==> src/design/rfc_pkg.sv <==
// Types and constants shared by the response frame checker
`default_nettype none
package rfc_pkg;

  localparam logic [7:0] SYNC_FIRST   = 8'hED;
  localparam logic [7:0] SYNC_SECOND  = 8'hFA;
  localparam int         COUNT_W      = 9;
  localparam logic [COUNT_W-1:0] COUNT_MAX = '1;
  localparam logic [COUNT_W:0]   MIN_FRAME    = 10'd5;
  localparam logic [COUNT_W:0]   LEN_OVERHEAD = 10'd3;

  localparam logic [COUNT_W-1:0] POS_SYNC_FIRST  = 9'd0;
  localparam logic [COUNT_W-1:0] POS_SYNC_SECOND = 9'd1;
  localparam logic [COUNT_W-1:0] POS_LENGTH      = 9'd2;
  localparam logic [COUNT_W-1:0] POS_ADDRESS     = 9'd3;
  localparam logic [COUNT_W-1:0] POS_PAYLOAD     = 9'd4;

  typedef enum logic {
    KIND_PAYLOAD = 1'b0,
    KIND_VERDICT = 1'b1
  } kind_t;

  typedef enum logic [1:0] {
    STATUS_OK     = 2'd0,
    STATUS_HEADER = 2'd1,
    STATUS_LENGTH = 2'd2,
    STATUS_SUM    = 2'd3
  } status_t;

  typedef struct packed {
    kind_t      item_kind;
    logic [7:0] payload_byte;
    logic [7:0] frame_address;
    status_t    frame_status;
  } result_t;

endpackage
`default_nettype wire

==> src/design/rfc_core.sv <==
// Frame state tracking and per-byte result generation
`default_nettype none
module rfc_core (
  input  wire logic            clk,
  input  wire logic            rst_n,
  input  wire logic            byte_fire,
  input  wire logic [7:0]      rx_byte,
  input  wire logic            last_byte,
  output logic                 res_valid,
  output rfc_pkg::result_t     res
);

  logic [rfc_pkg::COUNT_W-1:0] byte_count_r, byte_count_nxt;
  logic [7:0]                  running_sum_r, running_sum_nxt;
  logic                        header_good_r, header_good_nxt;
  logic [7:0]                  length_field_r, length_field_nxt;
  logic [7:0]                  address_field_r, address_field_nxt;

  logic [rfc_pkg::COUNT_W:0]   total;
  logic [rfc_pkg::COUNT_W:0]   expected_total;
  logic [rfc_pkg::COUNT_W:0]   payload_end;
  logic                        in_payload;
  rfc_pkg::status_t            status;

  always_comb begin
    header_good_nxt   = header_good_r;
    length_field_nxt  = length_field_r;
    address_field_nxt = address_field_r;
    if (byte_count_r == rfc_pkg::POS_SYNC_FIRST && rx_byte != rfc_pkg::SYNC_FIRST) begin
      header_good_nxt = 1'b0;
    end
    if (byte_count_r == rfc_pkg::POS_SYNC_SECOND && rx_byte != rfc_pkg::SYNC_SECOND) begin
      header_good_nxt = 1'b0;
    end
    if (byte_count_r == rfc_pkg::POS_LENGTH) begin
      length_field_nxt = rx_byte;
    end
    if (byte_count_r == rfc_pkg::POS_ADDRESS) begin
      address_field_nxt = rx_byte;
    end

    total          = {1'b0, byte_count_r} + 10'd1;
    expected_total = {2'b00, length_field_nxt} + rfc_pkg::LEN_OVERHEAD;
    payload_end    = {2'b00, length_field_nxt} + 10'd1;
    in_payload     = header_good_nxt && (byte_count_r >= rfc_pkg::POS_PAYLOAD)
                     && ({1'b0, byte_count_r} <= payload_end);

    priority if (total < rfc_pkg::MIN_FRAME || !header_good_nxt) begin
      status = rfc_pkg::STATUS_HEADER;
    end else if (total != expected_total) begin
      status = rfc_pkg::STATUS_LENGTH;
    end else if (running_sum_r != rx_byte) begin
      status = rfc_pkg::STATUS_SUM;
    end else begin
      status = rfc_pkg::STATUS_OK;
    end

    running_sum_nxt = running_sum_r + rx_byte;
    byte_count_nxt  = (byte_count_r == rfc_pkg::COUNT_MAX) ? byte_count_r
                                                           : byte_count_r + 9'd1;

    res_valid = byte_fire && (last_byte || in_payload);
    if (last_byte) begin
      res.item_kind     = rfc_pkg::KIND_VERDICT;
      res.payload_byte  = 8'd0;
      res.frame_address = address_field_nxt;
      res.frame_status  = status;
    end else begin
      res.item_kind     = rfc_pkg::KIND_PAYLOAD;
      res.payload_byte  = rx_byte;
      res.frame_address = 8'd0;
      res.frame_status  = rfc_pkg::STATUS_OK;
    end
  end

  always_ff @(posedge clk) begin
    if (!rst_n) begin
      byte_count_r    <= '0;
      running_sum_r   <= '0;
      header_good_r   <= 1'b1;
      length_field_r  <= '0;
      address_field_r <= '0;
    end else if (byte_fire) begin
      if (last_byte) begin
        byte_count_r    <= '0;
        running_sum_r   <= '0;
        header_good_r   <= 1'b1;
        length_field_r  <= '0;
        address_field_r <= '0;
      end else begin
        byte_count_r    <= byte_count_nxt;
        running_sum_r   <= running_sum_nxt;
        header_good_r   <= header_good_nxt;
        length_field_r  <= length_field_nxt;
        address_field_r <= address_field_nxt;
      end
    end
  end

endmodule
`default_nettype wire

==> config.mk <==
export PLATFORM = sky130hd
export DESIGN_NAME = rfc_core
export DESIGN_NICKNAME = d
export VERILOG_FILES = /design/src/design/rfc_pkg.sv /design/src/design/rfc_core.sv
export SDC_FILE = /design/constraint.sdc
export NUM_CORES = 1
export LEC_CHECK = 0
export BUFFER_PORTS_ARGS = -buffer_cell sky130_fd_sc_hd__buf_2
export CAP_MARGIN = 5
export CORE_UTILIZATION = 40
export DETAILED_ROUTE_END_ITERATION = 10
export SYNTH_ARGS = -nofsm -noshare
export SYNTH_HDL_FRONTEND = slang
export SYNTH_SLANG_ARGS = --single-unit
==> constraint.sdc <==
create_clock -name clk -period 5.3 [get_ports clk]
set_input_delay 1.06 -clock clk [delete_from_list [all_inputs] [get_ports clk]]
set_output_delay 1.06 -clock clk [all_outputs]
set_load 0.05 [all_outputs]
==> results.sh <==
export IMPL_synth_nets=414
export IMPL_die_area_um2=7860
export IMPL_synth_area_top_cells="dfxtp_1, ha_1, nor2b_1"
export IMPL_setup_violations_final=0
export IMPL_grt_total_usage_pct=21.8
export IMPL_routed_via_count=2843
export IMPL_maxCapViolCount=0
export IMPL_drv_slew=0
export IMPL_drive_above_1_share_pct=18.9
export IMPL_n_fill_cell=762
export IMPL_rsz0062_at_grt="no"
export IMPL_die_w_um=88.6
export IMPL_start_kind="flip-flop"
export IMPL_worst_pin_slew_ns=0.759
export IMPL_synth_top_area_share_pct=22.7
export IMPL_cellLeakagePower_uw=0.00142
export IMPL_drtPass1Iterations=5
export IMPL_io_buffers=31
export IMPL_crit_path_top_delay_cell="or4b_4"
export IMPL_numCtsBuffers=5
export IMPL_post_route_drc_count=0
export IMPL_synth_top_flop_cell="dfxtp_1"
export IMPL_synth_seq_area_share_pct=22.7
export IMPL_io_pins=32
export IMPL_die_y_um=88.6
export IMPL_ys_ff_latch=34
export IMPL_syn_area_um2=3000
export IMPL_yosysTopAreaCell="dfxtp_1"
export IMPL_hp_start="running_sum_r[5]"
export IMPL_start_util_pct=41.4
export IMPL_wl_um=8300
export IMPL_grt_max_degree=32
export IMPL_fin_crit_ns=5.04
export IMPL_relSlewSlack_pct=49.4
export IMPL_crit_path_end_kind="primary output"
export IMPL_power_density_nw_per_um2=197
export IMPL_cts_tree="built"
export IMPL_place_ws_ns=0.253
export IMPL_synth_cells=378
export IMPL_drtIter0Drc=185
export IMPL_hold_ws_ns=0.497
export IMPL_post_synth_cell_area_avg_um2=7.94
export IMPL_syn_to_final_growth_pct=14.3
export IMPL_tns_ns=0
export IMPL_routabilityCongestion=0.913
export IMPL_fmax_mhz=198
export IMPL_r2r_setup_slack_ns=2.70
export IMPL_finalNetCount=447
export IMPL_reg2reg_from="byte_count_r[4]"
export IMPL_min_period_over_period_pct=95.1
export IMPL_status="finished clean"
export IMPL_ff2ff_path_depth=7
export IMPL_ys_warn_count=0
export IMPL_vias_per_cell=5.56
export IMPL_clk_pin_slew_ns=0.07
export IMPL_min_to="running_sum_r[5]"
export IMPL_reg2reg_to="address_field_r[1]"
export IMPL_dp_hpwl_um=6000
export IMPL_cts_sinks=34
export IMPL_synthTopCellsByCount="nor2_1, dfxtp_1, nor2b_1"
export IMPL_finClkSkew_ns=0.0104
export IMPL_hold_viol=0
export IMPL_cts_max_level=2
export IMPL_hold_depth=2
export IMPL_cts_root_buffer="clkbuf_8"
export IMPL_wl_per_cell_um=16.2
export IMPL_postRouteAntennaNets=0
export IMPL_vdd_drop_max_uv=157
export IMPL_critical_path_required_ns=4.24
export IMPL_antenna_cells=0
export IMPL_grt_pass1_wl_um=12900
export IMPL_synth_cell_types=63
export IMPL_core_um2=7250
export IMPL_path_cells="inv_2, ha_1, or4b_4, nor2_8, a21oi_2, buf_4, or3_4, nor2_1, xor2_1, ha_1, a21o_1, a21oi_1, o21ai_0, a21o_1, a211oi_1, o31a_1, buf_4"
export IMPL_rows=31
export IMPL_hold_class="flip-flop to flip-flop"
export IMPL_cp_max_fo=7
export IMPL_async_reset_ff_share_pct=0
export IMPL_clockBufferDepth=2
export IMPL_yosys_cell_count_top_type="nor2_1"
export IMPL_critPathKind="flip-flop to primary output"
export IMPL_cts_hold_buffers=0
export IMPL_clkLatencyLatePin_ns=0.30
export IMPL_setup_slack_ns=0.261
export IMPL_antenna_found_initial=0
export IMPL_critPathArrivalTime_ns=3.98
export IMPL_cpPeakStageDelay_ns=0.53
export IMPL_synth_edf_count=0
export IMPL_overflow=0
export IMPL_grt_pass1_vias=2619
==> power by group <==
group	switching, µW	internal (µW)
clock	106	189
combinational	77.0	39.9
sequential	3.92	260
==> through the flow <==
step / util [%] / total power, µW / instance area, µm² / std cells
2_1_floorplan: - / 354 / 3000 / 378
3_3_place_gp: 44.3 / 382 / 3220 / 495
3_5_place_dp: 44.3 / 383 / 3220 / 495
4_1_cts: 46.3 / 678 / 3360 / 503
5_1_grt: 47.3 / 701 / 3430 / 511
6_report: 47.3 / 676 / 3430 / 511
==> worst max path at each step <==
stage	startpoint	endpoint	slack (ns)	cells past startpoint
2_1_floorplan	byte_count_r[0]	res_valid	0.48	20
3_3_place_gp	byte_count_r[1]	res_valid	0.41	20
3_5_place_dp	byte_count_r[0]	res_valid	0.25	21
4_1_cts	byte_count_r[0]	res_valid	0.05	21
5_1_grt	byte_count_r[0]	res_valid	0.04	21
6_report	byte_count_r[0]	res_valid	0.26	17
==> layout by cell type (no fill, tap or decap), types with 15 or more instances in the layout <==
cell type   n
a21oi_1    25
a22oi_1    16
buf_2      30
buf_4      15
dfxtp_1    32
ha_1       23
nand2_1    25
nor2_1     37
nor2b_1    30
xnor2_1    18
==> what timing repair did <==
item,CTS,global route
setup buffers,0,7
pin swaps,0,1
setup endpoints to repair,1,1
cloned,0,1
gates resized for setup,2,6
==> layer usage <==
layer  track usage (%)  wire (µm)  share of wire, %
met2              36.6       3860                46
met5                 0          0                 0
met4              5.43         89               1.1
met3              3.36        552               6.6
met1              29.2       3800                46
==> critical path, delay by kind of cell, from the launching register on <==
family / cells / cell delay [ns]
AO/OA/AOI/OAI: 7 / 1.06
XOR/XNOR: 1 / 0.18
buffers and inverters: 3 / 0.43
adder cells (fa/ha/maj): 2 / 0.42
AND/OR/NAND/NOR: 4 / 1.22
flip-flops: 1 / 0.37
==> layout make-up <==
cell class	count	area, µm²	area share, %
Clock buffer	5	68.8	2.01
Inverter	17	63.8	1.86
Clock inverter	3	68.8	2.01
Sequential cell	34	683	19.9
Timing Repair Buffer	45	263	7.66
Multi-Input combinational cell	308	2160	63.0
Tap cell	99	124	3.61
==> state kept, by name (all words and copies together), names as in the netlist <==
register and flops:
address_field_r 8, header_good_r 1, running_sum_r 8, length_field_r 8, byte_count_r 9
==> cell families (layout without fill, tap and decap cells) <==
group / count (synthesis) / count (layout) / share of synthesized area, %
AO/OA/AOI/OAI: 84 / 84 / 18.1
XOR/XNOR: 32 / 32 / 9.58
adder cells (fa/ha/maj): 24 / 24 / 10.3
buffers and inverters: 37 / 70 / 6.08
flip-flops: 34 / 34 / 22.7
multiplexers: 16 / 16 / 5.58
AND/OR/NAND/NOR: 151 / 152 / 27.7
(Power assumes the default switching activity.)
